**config.mk**
```make
export PLATFORM = sky130hd
export DESIGN_NAME = infix_to_postfix_converter_core
export DESIGN_NICKNAME = d
export VERILOG_FILES = /design/src/sv/itp_pkg.sv /design/src/sv/infix_to_postfix_converter_core.sv
export VERILOG_INCLUDE_DIRS = /design/src /design/src/sv
export SDC_FILE = /design/constraint.sdc
export NUM_CORES = 1
export LEC_CHECK = 0
export ABC_CLOCK_PERIOD_IN_PS = 3650
export BUFFER_PORTS_ARGS = -buffer_cell sky130_fd_sc_hd__buf_2
export CAP_MARGIN = 20
export CORE_ASPECT_RATIO = 1.25
export CORE_MARGIN = 2
export CORE_UTILIZATION = 45
export DETAILED_ROUTE_END_ITERATION = 8
export PLACE_DENSITY_LB_ADDON = 0.08
export RECOVER_POWER = 50
export REMOVE_ABC_BUFFERS = 1
export SYNTH_ARGS = -nofsm -noshare
export SYNTH_HDL_FRONTEND = slang
export SYNTH_SLANG_ARGS = --single-unit
export TNS_END_PERCENT = 10
```
**constraint.sdc**
```tcl
create_clock -name clk -period 3.65 [get_ports clk]
set_clock_uncertainty 0.05 [all_clocks]
set_input_delay 0.1825 -clock clk [delete_from_list [all_inputs] [get_ports clk]]
set_output_delay 0.1825 -clock clk [all_outputs]
set_load 0.02 [all_outputs]
```
**src/sv/infix_to_postfix_converter_core_macros.svh**
```systemverilog
// assertion macros for the infix-to-postfix converter
// expects clk and rst_n in the scope where a macro is used
`ifndef INFIX_TO_POSTFIX_CONVERTER_CORE_MACROS_SVH
`define INFIX_TO_POSTFIX_CONVERTER_CORE_MACROS_SVH

// same-cycle implication, checked outside reset
`define ITP_ASSERT_NOW(lbl, ante, cons, msg) \
    lbl: assert property (@(posedge clk) disable iff (!rst_n) (ante) |-> (cons)) \
        else $error(msg);

// next-cycle implication, checked outside reset
`define ITP_ASSERT_NEXT(lbl, ante, cons, msg) \
    lbl: assert property (@(posedge clk) disable iff (!rst_n) (ante) |=> (cons)) \
        else $error(msg);

`endif

```
**src/sv/itp_pkg.sv**
```systemverilog
// itp_pkg: operator codes, token classes and precedence helpers
// for the infix-to-postfix converter; no dependencies
package itp_pkg;

    localparam int STACK_DEPTH_DEF = 32;
    localparam int CODE_W          = 3;

    typedef logic [CODE_W-1:0] op_code_t;

    localparam op_code_t OP_LPAR = 3'd0;
    localparam op_code_t OP_ADD  = 3'd1;
    localparam op_code_t OP_SUB  = 3'd2;
    localparam op_code_t OP_MUL  = 3'd3;
    localparam op_code_t OP_DIV  = 3'd4;
    localparam op_code_t OP_POW  = 3'd5;

    localparam logic [7:0] CH_LPAR = 8'h28;
    localparam logic [7:0] CH_RPAR = 8'h29;
    localparam logic [7:0] CH_MUL  = 8'h2A;
    localparam logic [7:0] CH_ADD  = 8'h2B;
    localparam logic [7:0] CH_SUB  = 8'h2D;
    localparam logic [7:0] CH_DIV  = 8'h2F;
    localparam logic [7:0] CH_POW  = 8'h5E;
    localparam logic [7:0] CH_NUL  = 8'h00;

    typedef enum logic [2:0] {
        K_IGNORE,
        K_ECHO,
        K_LPAR,
        K_RPAR,
        K_OP
    } tok_kind_t;

    function automatic tok_kind_t tok_kind(logic [7:0] t);
        tok_kind_t k;
        case (t) inside
            [8'h30:8'h39], [8'h41:8'h5A], [8'h61:8'h7A]: k = K_ECHO;
            CH_LPAR:                                     k = K_LPAR;
            CH_RPAR:                                     k = K_RPAR;
            CH_ADD, CH_SUB, CH_MUL, CH_DIV, CH_POW:      k = K_OP;
            default:                                     k = K_IGNORE;
        endcase
        return k;
    endfunction

    function automatic op_code_t op_of(logic [7:0] t);
        op_code_t c;
        case (t)
            CH_ADD:  c = OP_ADD;
            CH_SUB:  c = OP_SUB;
            CH_MUL:  c = OP_MUL;
            CH_DIV:  c = OP_DIV;
            CH_POW:  c = OP_POW;
            default: c = OP_LPAR;
        endcase
        return c;
    endfunction

    function automatic logic [7:0] code_char(op_code_t c);
        logic [7:0] ch;
        case (c)
            OP_LPAR: ch = CH_LPAR;
            OP_ADD:  ch = CH_ADD;
            OP_SUB:  ch = CH_SUB;
            OP_MUL:  ch = CH_MUL;
            OP_DIV:  ch = CH_DIV;
            OP_POW:  ch = CH_POW;
            default: ch = CH_NUL;
        endcase
        return ch;
    endfunction

    function automatic logic [1:0] code_prec(op_code_t c);
        logic [1:0] p;
        case (c)
            OP_ADD, OP_SUB: p = 2'd1;
            OP_MUL, OP_DIV: p = 2'd2;
            OP_POW:         p = 2'd3;
            default:        p = 2'd0;
        endcase
        return p;
    endfunction

    // '^' is right-associative, everything else left
    function automatic logic should_pop(op_code_t incoming, op_code_t top);
        logic r;
        if (incoming == OP_POW) begin
            r = code_prec(incoming) < code_prec(top);
        end else begin
            r = code_prec(incoming) <= code_prec(top);
        end
        return r;
    endfunction

endpackage

```
**src/sv/infix_to_postfix_converter_core.sv**
```systemverilog
// infix_to_postfix_converter_core: shunting-yard converter, one byte per transaction
// depends on itp_pkg and infix_to_postfix_converter_core_macros.svh
//
//  channel | signals                                   | dir | contents
//  --------+-------------------------------------------+-----+---------------------------
//  in      | in_valid, in_ready, token, end_of_expr    | in  | one infix byte
//  out     | out_valid, out_ready, out_char,           | out | one postfix char or
//          | is_terminator, overflow, run_last         |     | the terminator
//
// an ignored byte, a letter/digit or '(' passes through S_IDLE, S_START and S_FIN; ')' and
// operators add an S_READ, an S_READ and S_EVAL pair per popped entry, and one more S_EVAL
// when the scan stops on a nonempty stack; end_of_expr adds an S_FREAD and S_FPOP pair per
// flushed entry, a last S_FREAD and S_TERM; each pop reads, then evaluates, the stack ram.
// reset clears count, overflow flag and handshake state; the stack ram is not cleared.
// a stalled out channel holds the sequencer once the one-deep holding slot is full.
`include "infix_to_postfix_converter_core_macros.svh"

module infix_to_postfix_converter_core #(
    parameter int STACK_DEPTH = itp_pkg::STACK_DEPTH_DEF
) (
    input  logic       clk,
    input  logic       rst_n,
    input  logic       in_valid,
    output logic       in_ready,
    input  logic [7:0] token,
    input  logic       end_of_expr,
    output logic       out_valid,
    input  logic       out_ready,
    output logic [7:0] out_char,
    output logic       is_terminator,
    output logic       overflow,
    output logic       run_last
);
    import itp_pkg::*;

    localparam int CW = $clog2(STACK_DEPTH + 1);
    localparam int AW = $clog2(STACK_DEPTH);

    typedef enum logic [7:0] {
        S_IDLE  = 8'b0000_0001,
        S_START = 8'b0000_0010,
        S_READ  = 8'b0000_0100,
        S_EVAL  = 8'b0000_1000,
        S_FREAD = 8'b0001_0000,
        S_FPOP  = 8'b0010_0000,
        S_TERM  = 8'b0100_0000,
        S_FIN   = 8'b1000_0000
    } state_t;

    state_t         state_reg, state_next;
    logic [CW-1:0]  count_reg, count_next;
    logic           ovf_seen_reg, ovf_seen_next;
    logic [7:0]     tok_reg;
    logic           eoe_reg;

    op_code_t       stack_mem [STACK_DEPTH];
    op_code_t       rd_data_reg;
    logic           rd_en, wr_en;
    logic [AW-1:0]  rd_addr, wr_addr;
    op_code_t       wr_data;

    // one-deep holding slot: a result leaves only once we know if another follows
    logic           pend_valid_reg;
    logic [7:0]     pend_char_reg;
    logic           pend_term_reg, pend_ovf_reg;

    logic           out_valid_reg, out_term_reg, out_ovf_reg, run_last_reg;
    logic [7:0]     out_char_reg;

    logic           emit_req, fin_req, can_emit, out_free, move;
    logic [7:0]     emit_char;
    logic           emit_term, emit_ovf;
    tok_kind_t      kind;
    op_code_t       tok_op;
    logic           full, empty, pop_it;
    state_t         after_tok;

    assign kind      = tok_kind(tok_reg);
    assign tok_op    = op_of(tok_reg);
    assign full      = (count_reg == CW'(STACK_DEPTH));
    assign empty     = (count_reg == '0);
    assign after_tok = eoe_reg ? S_FREAD : S_FIN;
    assign out_free  = !out_valid_reg || out_ready;
    assign can_emit  = !pend_valid_reg || out_free;
    assign move      = pend_valid_reg && out_free && (emit_req || fin_req);
    assign pop_it    = (rd_data_reg != OP_LPAR) &&
                       ((kind == K_RPAR) || should_pop(tok_op, rd_data_reg));

    always_comb
    begin
        state_next    = state_reg;
        count_next    = count_reg;
        ovf_seen_next = ovf_seen_reg;
        in_ready      = 1'b0;
        emit_req      = 1'b0;
        emit_char     = CH_NUL;
        emit_term     = 1'b0;
        emit_ovf      = 1'b0;
        fin_req       = 1'b0;
        rd_en         = 1'b0;
        rd_addr       = AW'(count_reg - 1'b1);
        wr_en         = 1'b0;
        wr_addr       = count_reg[AW-1:0];
        wr_data       = tok_op;
        case (state_reg)
            S_IDLE:
            begin
                in_ready = 1'b1;
                if (in_valid) begin
                    state_next = S_START;
                end
            end
            S_START:
            begin
                case (kind)
                    K_ECHO:
                    begin
                        emit_req  = 1'b1;
                        emit_char = tok_reg;
                        if (can_emit) begin
                            state_next = after_tok;
                        end
                    end
                    K_LPAR:
                    begin
                        wr_data = OP_LPAR;
                        if (full) begin
                            ovf_seen_next = 1'b1;
                        end else begin
                            wr_en      = 1'b1;
                            count_next = count_reg + 1'b1;
                        end
                        state_next = after_tok;
                    end
                    K_RPAR, K_OP:
                    begin
                        state_next = S_READ;
                    end
                    default:
                    begin
                        state_next = after_tok;
                    end
                endcase
            end
            S_READ:
            begin
                if (empty) begin
                    if (kind == K_OP) begin
                        wr_en      = 1'b1;
                        count_next = count_reg + 1'b1;
                    end
                    state_next = after_tok;
                end else begin
                    rd_en      = 1'b1;
                    state_next = S_EVAL;
                end
            end
            S_EVAL:
            begin
                if (pop_it) begin
                    emit_req  = 1'b1;
                    emit_char = code_char(rd_data_reg);
                    if (can_emit) begin
                        count_next = count_reg - 1'b1;
                        state_next = S_READ;
                    end
                end else if (kind == K_RPAR) begin
                    // matching '(' is dropped
                    count_next = count_reg - 1'b1;
                    state_next = after_tok;
                end else begin
                    if (full) begin
                        ovf_seen_next = 1'b1;
                    end else begin
                        wr_en      = 1'b1;
                        count_next = count_reg + 1'b1;
                    end
                    state_next = after_tok;
                end
            end
            S_FREAD:
            begin
                if (empty) begin
                    state_next = S_TERM;
                end else begin
                    rd_en      = 1'b1;
                    state_next = S_FPOP;
                end
            end
            S_FPOP:
            begin
                emit_req  = 1'b1;
                emit_char = code_char(rd_data_reg);
                if (can_emit) begin
                    count_next = count_reg - 1'b1;
                    state_next = S_FREAD;
                end
            end
            S_TERM:
            begin
                emit_req  = 1'b1;
                emit_term = 1'b1;
                emit_ovf  = ovf_seen_reg;
                if (can_emit) begin
                    ovf_seen_next = 1'b0;
                    state_next    = S_FIN;
                end
            end
            S_FIN:
            begin
                fin_req = 1'b1;
                if (can_emit) begin
                    state_next = S_IDLE;
                end
            end
            default:
            begin
                state_next = S_IDLE;
            end
        endcase
    end

    // stack ram; writes and reads never target the same cycle, so no bypass
    always_ff @(posedge clk)
    begin
        if (wr_en) begin
            stack_mem[wr_addr] <= wr_data;
        end
        if (rd_en) begin
            rd_data_reg <= stack_mem[rd_addr];
        end
    end

    always_ff @(posedge clk or negedge rst_n)
    begin
        if (!rst_n) begin
            state_reg      <= S_IDLE;
            count_reg      <= '0;
            ovf_seen_reg   <= 1'b0;
            pend_valid_reg <= 1'b0;
            out_valid_reg  <= 1'b0;
        end else begin
            state_reg    <= state_next;
            count_reg    <= count_next;
            ovf_seen_reg <= ovf_seen_next;
            if (emit_req && can_emit) begin
                pend_valid_reg <= 1'b1;
            end else if (move) begin
                pend_valid_reg <= 1'b0;
            end
            if (move) begin
                out_valid_reg <= 1'b1;
            end else if (out_ready) begin
                out_valid_reg <= 1'b0;
            end
        end
    end

    always_ff @(posedge clk)
    begin
        if (in_valid && in_ready) begin
            tok_reg <= token;
            eoe_reg <= end_of_expr;
        end
        if (emit_req && can_emit) begin
            pend_char_reg <= emit_char;
            pend_term_reg <= emit_term;
            pend_ovf_reg  <= emit_ovf;
        end
        if (move) begin
            out_char_reg <= pend_char_reg;
            out_term_reg <= pend_term_reg;
            out_ovf_reg  <= pend_ovf_reg;
            run_last_reg <= fin_req;
        end
    end

    assign out_valid     = out_valid_reg;
    assign out_char      = out_char_reg;
    assign is_terminator = out_term_reg;
    assign overflow      = out_ovf_reg;
    assign run_last      = run_last_reg;

    `ITP_ASSERT_NOW(a_count_bound, 1'b1, count_reg <= CW'(STACK_DEPTH), "stack count past depth")
    `ITP_ASSERT_NOW(a_idle_drained, in_ready, !pend_valid_reg, "new transaction with result held")
    `ITP_ASSERT_NOW(a_term_last, out_valid_reg && out_term_reg, run_last_reg, "terminator not last")
    `ITP_ASSERT_NEXT(a_term_clears, (state_reg == S_TERM) && can_emit,
        (count_reg == '0) && !ovf_seen_reg, "state not cleared after terminator")

endmodule

```
# Yosys cells after proc, flatten, opt, wreduce, memory -nomap -nowiden
# Memories as Yosys holds them, arrays and structs flattened. A register that Yosys moved wholly into a read port is not among the register bits.
# Index checks and enable logic that the tools add are counted.
op_classes:
  n_lt_le_gt_ge: 8
  mux: 65
  eq_ne: 41
  reduce_logical: 33
  addsub: 2
op_table:
  columns: ["op", "n"]
  rows:
  - ["two-way mux 8 bit", 10]
  - ["one-hot mux 8 bit (8 select lines)", 1]
  - ["equality test 8 x 6 -> 1 bit, second input constant", 7]
  - ["two-way mux 6 bit", 7]
  - ["one-hot mux 7 bit (6 select lines)", 1]
  - ["two-way mux 1 bit", 25]
  - ["one-hot mux 6 bit (4 select lines)", 1]
  - ["one-hot mux 8 bit (3 select lines)", 1]
  - ["equality test 3 x 2 -> 1 bit, second input constant", 6]
  - ["two-way mux 3 bit", 6]
  - ["!= test 2 bit, second input constant", 9]
  - ["equality test 8 x 7 -> 1 bit, second input constant", 2]
  - ["greater-or-equal comparator 8 x 7 -> 1 bit, second input constant", 2]
  - ["<= comparator 8 x 7 -> 1 bit, second input constant", 2]
  - ["one-hot mux 8 bit (2 select lines)", 1]
  - ["equality test 3 bit, second input constant", 5]
  - ["one-hot mux 3 bit (5 select lines)", 1]
  - ["two-way mux 7 bit", 2]
  - ["OR reduction 2 bit", 7]
  - ["equality test 3 x 1 -> 1 bit, second input constant", 3]
  - ["one-hot mux 1 bit (3 select lines)", 3]
  - ["equality test 8 x 1 -> 1 bit, second input constant", 1]
  - ["equality test 8 x 2 -> 1 bit, second input constant", 1]
  - ["equality test 8 x 3 -> 1 bit, second input constant", 1]
  - ["other kinds (27)", 44]
totals:
  out_inout_bits: 13
  elab_cells: 164
  in_bits: 13
  ff_bits: 47
  mem_count: 1
  ramBits: 96
memory_table:
  columns: ["name", "words", "width", "read_ports", "rd_ports_with_merged_regs", "wr", "line", "text"]
  rows:
  - ["stack_mem", 32, 3, 1, 1, 1, "infix_to_postfix_converter_core.sv:56", "op_code_t stack_mem [STACK_DEPTH];"]

# Depth between registers and ports, before layout
# Gate-level depths: netlist of run 1.
logic_depth:
  depth_word: 16
  depth_mapped: 12

# Least setup slack after synthesis of run 1
# OpenSTA, ideal clock, no wires.
synth_timing:
  path_type: "register -> register"
  start: "register tok_reg[6]"
  end: "register out_term_reg, in the netlist is_terminator, enable pin"
  arrival_time_ns: 2.793
  t_required_ns: 3.222
  slack_ns: 0.428
  period_less_slack_ns: 3.222
  n_path_buf: 0
  path_stages_with_launch: 11
  cell_sequence: "edfxtp_1 > and4bb_2 > and2_1 > o211a_1 > ha_1 > nor2b_1 > o21ai_1 > a21oi_4 > o311ai_1 > o21ai_0 > nor2_1"
synth_via:
  elab_chain_len: 14
synth_rtl:
  columns: ["item", "line", "text"]
  rows:
  - ["start: declaration", "infix_to_postfix_converter_core.sv:53", "logic [7:0] tok_reg;"]
  - ["start signal: assignment", "infix_to_postfix_converter_core.sv:262", "tok_reg <= token;"]
  - ["equality test 8 x 7 -> 1 bit or equality test 8 x 6 -> 1 bit (tied branches)", "itp_pkg.sv:48, infix_to_postfix_converter_core.sv:78", null]
  - ["one-hot mux 3 bit (5 select lines)", "itp_pkg.sv:48", "case (t)"]
  - ["equality test 3 x 2 -> 1 bit, or another cell as far along", "itp_pkg.sv:75", "case (c)"]
  - ["OR reduction 2 bit", "itp_pkg.sv:75", null]
  - ["one-hot mux 2 bit (2 select lines)", "itp_pkg.sv:75", null]
  - ["two-way mux 2 bit", "itp_pkg.sv:87", "if (incoming == OP_POW) begin"]
  - ["<= comparator 2 bit", "itp_pkg.sv:90", "r = code_prec(incoming) <= code_prec(top);"]
  - ["two-way mux 1 bit", "itp_pkg.sv:87", null]
  - ["logical OR 1 bit", "infix_to_postfix_converter_core.sv:87", "((kind == K_RPAR) || should_pop(tok_op, rd_data_reg));"]
  - ["logical AND 1 bit", "infix_to_postfix_converter_core.sv:86", "assign pop_it = (rd_data_reg != OP_LPAR) &&"]
  - ["two-way mux 1 bit", "infix_to_postfix_converter_core.sv:160", "if (pop_it) begin"]
  - ["one-hot mux 1 bit (3 select lines) *", "infix_to_postfix_converter_core.sv:105", "case (state_reg)"]
  - ["logical OR 1 bit *", "infix_to_postfix_converter_core.sv:85", "assign move = pend_valid_reg && out_free && (emit_req || fin_req);"]
  - ["logical AND 1 bit *", "infix_to_postfix_converter_core.sv:85", null]
  - ["via move", "infix_to_postfix_converter_core.sv:70", "logic emit_req, fin_req, can_emit, out_free, move;"]
  - ["end signal: assignment", "infix_to_postfix_converter_core.sv:272", "out_term_reg <= pend_term_reg;"]
  - ["end: declaration", "infix_to_postfix_converter_core.sv:67", "logic out_valid_reg, out_term_reg, out_ovf_reg, run_last_reg;"]
# The timed path passes the listed nets; every way through them passes the cells marked *. The select of a mux whose other input is x is not followed.
# A chain may end at the register's enable or synchronous reset.

# Final worst setup path of run 1
layout_timing:
  start: "register tok_reg[3]"
  end: "memory stack_mem[9][0] in the netlist's numbering, enable pin"
layout_via:
  elab_chain_len: 14
layout_rtl:
  columns: ["item", "line", "text"]
  rows:
  - ["equality test 8 x 7 -> 1 bit or equality test 8 x 6 -> 1 bit (tied branches)", "itp_pkg.sv:48, infix_to_postfix_converter_core.sv:78", null]
  - ["one-hot mux 3 bit (5 select lines)", "itp_pkg.sv:48", null]
  - ["equality test 3 x 2 -> 1 bit, or another cell as far along", "itp_pkg.sv:75", null]
  - ["OR reduction 2 bit", "itp_pkg.sv:75", null]
  - ["one-hot mux 2 bit (2 select lines)", "itp_pkg.sv:75", null]
  - ["two-way mux 2 bit", "itp_pkg.sv:87", null]
  - ["<= comparator 2 bit", "itp_pkg.sv:90", null]
  - ["two-way mux 1 bit", "itp_pkg.sv:87", null]
  - ["logical OR 1 bit", "infix_to_postfix_converter_core.sv:87", null]
  - ["logical AND 1 bit", "infix_to_postfix_converter_core.sv:86", null]
  - ["two-way mux 1 bit", "infix_to_postfix_converter_core.sv:160", null]
  - ["one-hot mux 1 bit (3 select lines) *", "infix_to_postfix_converter_core.sv:105", null]
  - ["two-way mux 1 bit *", "infix_to_postfix_converter_core.sv:226", "if (wr_en) begin"]
  - ["two-way mux 1 bit (implied by the code) *", "infix_to_postfix_converter_core.sv:227", "stack_mem[wr_addr] <= wr_data;"]
  - ["end: declaration", "infix_to_postfix_converter_core.sv:56", null]
# Every way passes the cells marked *; elsewhere a longest branch is shown, timed or not. The select of a mux whose other input is x is not followed.

==> run metrics, run 1 <==
peak fanout along the critical path 7; outcome finished with violations; Initial Util 45.83%; PwrDens 638.1 nW/µm²; P_leak 2.778 nW; Clock Sinks 146; final WL 15720 µm; Fin. Hold Viols 0; Fmax a little under 0.3 GHz; Hold Path Class input port to flop; Crit. End Element flop; IO Pins 26; period utilisation layout 92.67%; violated checks max-capacitance violations; fraction of layout cells with a size suffix above 1 22.16%; max reg flops 96; Mean Syn Cell Area about 15 µm²; initial antenna violation count 0; DIE AREA between 15000 and 20000 µm²; pre-CTS WS 0.3092 ns; Critical R2R Launch tok_reg[3]; largest register by flop count stack_mem; Setup Viol. Count Final 0; GRT Util Overall 20.59%; Post-CTS Setup Inserts 0; MaxCap Viol Count 1; Final WS setup 0.2675 ns; crit path from tok_reg[3]; drt wl/cell 21.86 µm; hold path cells 3; RSZ-0062 raised after global routing false; Clk Tree Root Cell clkbuf_16; element type at the critical path start flop; maximum clock path buffer count 2; Setup TNS 0 ns; routability cong. roughly 0.85; pin count of the biggest net entering global routing 33; via count 4246; WS Path Type flop to flop; Die X 114.4 µm; Synth top area share a little under three fifths; Post-route DRC 0; clk_lat worst skew about 0.42 ns; area growth from synthesis to layout 14.86%; Synth area leaders edfxtp_1, mux4_2, dfrtp_1, nor2_1, a21oi_1; ys async rst share 11.64%; Min-Delay Startpoint out_ready; Synth area leader edfxtp_1; Inserted Diodes 0; First-pass DRT Iterations 4; most common cell in the netlist edfxtp_1; final antenna-violating net count 0; placed cells 679; grt ovf 0; maximum vdd drop 0.3682 mV; I/O Buffers 25; most instantiated cells after synthesis edfxtp_1, nor2_1, mux4_2; # resized after CTS 0; Inserted Clock Buffers 17; main flop type after synthesis edfxtp_1; CORE AREA around 15000 µm²; WP data required around 3.7 ns; Syn Inst Count 472; Slew @ Worst Pin 1.496 ns; Post-Syn Area about 7000 µm²; Slew Limit Fails 0; vias in the first global route 4336; Die Ht 142.0 µm; yosys warns 0; number of synthesized flops with an enable pin 129; hold_buf cts 10; post-synthesis sequential area ratio 62.75%; Nets 545; Netlist cell types 71; HPWL Detailed between 10000 and 15000 µm; Slew HR 0.2682%; CTS tree built; row cnt 50; first-pass GRT wire length 24270 µm; Data arrival, critical path 3.43 ns; Vias/cell 5.905; Seq cells post-synth 146; Reg clk slew, reported paths about 0.060 ns; Final Non-Filler Cells 719; DRT iter0 DRCs 255; min cycle time layout 3.383 ns; Reg2Reg Depth 12; # H-tree levels 4
-- worst paths after layout --
path                       slack [ns]              end
min in group asynchronous        0.40   pend_valid_reg
hold / removal                   0.04        out_valid
setup reg to reg                 0.27  stack_mem[9][0]
hold reg to reg                  0.37      out_char[4]
max in group asynchronous        2.47     count_reg[0]
setup / recovery                 0.27  stack_mem[9][0]
-- power breakdown --
part / total (mW) / switching [mW] / internal [mW] / leakage, nW
Clock: 1.59 / 0.663 / 0.932 / 0.267
Sequential: 1.99 / 0.0771 / 1.91 / 1.50
Combinational: 1.44 / 0.802 / 0.637 / 1.01
Total: 5.02 / 1.54 / 3.48 / 2.78
-- per-layer routing --
| layer | track usage, % | wire, µm | vias up |
|---|---|---|---|
| met3 | 4.387 | 479 | 31 |
| met4 | 8.601 | 482 | 0 |
| li1 | - | - | 1963 |
| met2 | 37.59 | 8559 | 103 |
| met1 | 23.15 | 6194 | 2149 |
| met5 | 0 | 0 | - |
-- layout by cell type (no fill, tap or decap), drive strengths merged, types with 4 or more instances in the layout --
cell type / n
edfxtp: 129
nor2: 58
clkbuf: 35
mux4: 30
buf: 30
o21ai: 25
nand2: 23
a21oi: 23
dfrtp: 16
inv: 12
dlygate4sd3: 10
nor2b: 9
nor3: 7
nand3: 7
and3: 7
and2: 7
clkinv: 7
o22ai: 6
ha: 6
a31oi: 5
nand4b: 5
nand4: 5
o2bb2ai: 5
mux2i: 4
xnor2: 4
mux2: 4
nand3b: 4
nor4b: 4
-- stage by stage --
step	hold WS, ns	cell area, µm²	power (mW)	utilization [%]
global placement	0.09414	7284	3.434	48.72
global route	0.06582	7871	5.254	52.64
detailed placement	0.09159	7284	3.447	48.72
CTS	0.02711	7924	5.075	53.00
floorplan	-0.1631	6745	3.038	-
finish	0.04317	7871	5.023	52.64
-- critical path: stages (launching register included) --
cell	delay (ns)
edfxtp_1	0.47
and4bb_1	0.30
and2_1	0.22
o211a_1	0.13
ha_1	0.28
nor2b_1	0.12
o21ai_1	0.10
a21oi_4	0.26
o211ai_2	0.15
a21oi_2	0.37
o21ai_2	0.17
buf_4	0.19
nor2_1	0.24
-- logic make-up after synthesis --
group,synth area share (%)
other,0.05472
AO/OA/AOI/OAI,9.549
adder cells (fa/ha/maj),1.095
buffers and inverters,2.063
XOR/XNOR,0.8947
AND/OR/NAND/NOR,12.49
flip-flops,62.75
multiplexers,11.10
-- cell type report --
cell class | instances | area (µm²)
clock buffer | 18 | 429.2
multi-input combinational | 295 | 2410
timing repair buffer | 57 | 359.1
sequential | 146 | 4302
fill | 1272 | 7081
clock inverter | 12 | 110.1
inverter | 9 | 33.78
tap | 182 | 227.7
(Power assumes the default switching activity.)
==> run 2, diff against run 1 <==
--- a/config.mk
+++ b/config.mk
@@ -6,11 +6,10 @@
 export SDC_FILE = /design/constraint.sdc
 export NUM_CORES = 1
 export LEC_CHECK = 0
-export ABC_CLOCK_PERIOD_IN_PS = 3650
+export ABC_CLOCK_PERIOD_IN_PS = 2900
 export BUFFER_PORTS_ARGS = -buffer_cell sky130_fd_sc_hd__buf_2
 export CAP_MARGIN = 20
 export CORE_ASPECT_RATIO = 1.25
-export CORE_MARGIN = 2
 export CORE_UTILIZATION = 45
 export DETAILED_ROUTE_END_ITERATION = 8
 export PLACE_DENSITY_LB_ADDON = 0.08
==> constraint.sdc (replaced) <==
create_clock -name clk -period 2.9 [get_ports clk]
set_clock_uncertainty 0.05 [all_clocks]
set_input_delay 0.145 -clock clk [delete_from_list [all_inputs] [get_ports clk]]
set_output_delay 0.145 -clock clk [all_outputs]
set_load 0.02 [all_outputs]
==> run 2 against run 1 <==
The run now ends clean. Register-to-register slack worse by 0.17 ns. Power is 38% higher. Combinational power is 42% higher. Core utilization is 5.0 points higher. Die area is 3.1% lower. Critical path type unchanged. Highest routed layer unchanged.
==> run metrics, run 2 (synthesis gave the netlist of run 1 again) <==
PwrDens 801.1 nW/µm² (was 638.1 nW/µm²); Inserted Diodes 0 (unchanged); Crit-path slowest cell edfxtp_1 (unchanged); CORE AREA 14950 µm² (unchanged); Slew HR 27.02% (was 0.2682%); Fin. Hold Viols 0 (unchanged); Fmax 0.3569 GHz (was 0.2956 GHz); grt ovf 0 (unchanged); largest register by flop count stack_mem (unchanged); Crit. End Element flop (unchanged); # fillers 1176 (was 1272); most common cell after layout, fill and taps aside edfxtp_1 (unchanged); Min Hold Slack 0.02173 ns (was 0.04317 ns); MaxCap Viol Count 0 (was 1); Slew Limit Fails 0 (unchanged); WP data required 2.98 ns (was 3.69 ns); Finished Cell Area 8626 µm² (was 7871 µm²); I/O Buffers 25 (unchanged); Reg clk slew, reported paths 0.06 ns (about the same); Final WS setup 0.09789 ns (was 0.2675 ns); Initial Util 45.83% (unchanged); HPWL Detailed 11190 µm (was 10910 µm); clk_lat worst skew 0.43 ns (was 0.42 ns); Clock Sinks 146 (unchanged); peak fanout along the critical path 5 (was 7); maximum vdd drop 0.4357 mV (was 0.3682 mV); via count 4437 (was 4246); pre-CTS WS -0.07502 ns (was 0.3092 ns); Final Non-Filler Cells 761 (was 719); Setup Viol. Count Final 0 (unchanged); WS Path Type flop to flop (unchanged); routability cong. 0.8414 (was 0.8474); worst reg-to-reg setup slack 0.1 ns (was 0.27 ns); Setup TNS 0 ns (unchanged); cell mode on critical path buf_6; Final Total Pwr 6.910 mW (was 5.023 mW); Die Ht 140.0 µm (was 142.0 µm); area growth from synthesis to layout 25.87% (was 14.86%); final antenna-violating net count 0 (unchanged); Vias/cell 5.830 (was 5.905); outcome complete, no violations (was finished with violations); P_leak 3.071 nW (was 2.778 nW); Multi-input gate area 2703 µm² (was 2410 µm²); IO Pins 26 (unchanged); DRT iter0 DRCs 225 (was 255); GRT Util Overall 21.84% (was 20.59%); dpl cell area 7607 µm² (was 7284 µm²); Register Area 4302 µm² (unchanged); Nets 586 (was 545); First-pass DRT Iterations 5 (was 4); Hold Path Class input port to flop (unchanged); placed cells 717 (was 679); drt wl/cell 20.90 µm (was 21.86 µm); RSZ-0062 raised after global routing true (was false); row cnt 50 (unchanged); final core occ 57.69% (was 52.64%); vias in the first global route 4671 (was 4336); fraction of layout cells with a size suffix above 1 34.20% (was 22.16%); period utilisation layout 96.62% (was 92.67%); first-pass GRT wire length 25010 µm (was 24270 µm); Post-route DRC 0 (unchanged); Die X 112.4 µm (was 114.4 µm); maximum clock path buffer count 2 (unchanged); pin count of the biggest net entering global routing 33 (unchanged); Clk Tree Root Cell clkbuf_16 (unchanged); final WL 15900 µm (was 15720 µm); Data arrival, critical path 2.88 ns (was 3.43 ns); Inserted Clock Buffers 17 (unchanged); Cell Chain, Critical Path and4bb_2 > and2_4 > o211a_1 > ha_4 > nor2b_4 > o21ai_2 > a21oi_4 > o211ai_2 > a21oi_2 > buf_6 > o21ai_4 > buf_6 > nor2_4 (was and4bb_1 > and2_1 > o211a_1 > ha_1 > nor2b_1 > o21ai_1 > a21oi_4 > o211ai_2 > a21oi_2 > o21ai_2 > buf_4 > nor2_1); initial antenna violation count 0 (unchanged); commonest non-fill, non-tap cells in the layout edfxtp_1, buf_4, nor2_4 (was edfxtp_1, nor2_1, mux4_2); element type at the critical path start flop (unchanged); CTS tree built (unchanged); Slew @ Worst Pin 1.088 ns (was 1.496 ns); min cycle time layout 2.802 ns (was 3.383 ns); DIE AREA 15730 µm² (was 16240 µm²); crit-path max cell delay 0.39 ns (was 0.47 ns); max reg flops 96 (unchanged); # H-tree levels 4 (unchanged)
[run 2: changes by cell type in the layout (fill, tap and decap cells not counted), moves of 4 or more]
cell,change
bufinv_16,+4
nor2_1,-32
buf_4,+28
nor2_4,+31
buf_6,+5
[run 2: final cells by class]
class,instances,area share [%]
Clock buffer,17,4.932
Sequential cell,146,49.87
Timing Repair Buffer,98,8.399
Tap cell,182,2.640
Clock inverter,14,2.437
Multi-Input combinational cell,295,31.33
Inverter,9,0.3916
[run 2: path summary, 6_finish.rpt]
path | to | depth (start not counted) | from
max | stack_mem[7][1] | 13 | tok_reg[3]
min | state_reg[5] | 3 | in_valid
max reg2reg | stack_mem[7][1] | 13 | tok_reg[3]
min reg2reg | overflow | 0 | pend_ovf_reg
max in group asynchronous | count_reg[0] | 2 | rst_n
min in group asynchronous | out_valid | 2 | rst_n
[run 2: per-layer routing]
metal,vias to the layer above,global-route usage (%),wire length (µm)
met2,114,38.77,8543
met5,-,0,0
met3,38,4.543,534
met1,2234,24.40,6267
li1,2051,-,-
met4,0,12.28,557
[run 2: power by group]
part / internal [mW] / switching (mW) / total [mW] / leakage (nW)
logic: 0.931 / 1.11 / 2.04 / 1.26
clock network: 1.52 / 0.861 / 2.38 / 0.309
registers: 2.40 / 0.0890 / 2.49 / 1.50
[run 2: worst max-delay path: cells and delay by family (launching register included)]
kind / cells / cell delay [ns]
AOI/OAI and AO/OA: 6 / 0.77
and+or+nand+nor: 4 / 0.70
DFF: 1 / 0.39
buffers and inverters: 2 / 0.32
adders and majority gates: 1 / 0.28
[run 2: what timing repair did]
| item | CTS | global route |
|---|---|---|
| buffers inserted | 0 | 2 |
| endpoints found under the setup margin | 104 | 130 |
| gates resized for setup | 26 | 54 |
| pin swaps | 0 | 15 |
| endpoints found under the hold margin | 27 | 0 |
| hold buffers | 11 | 0 |
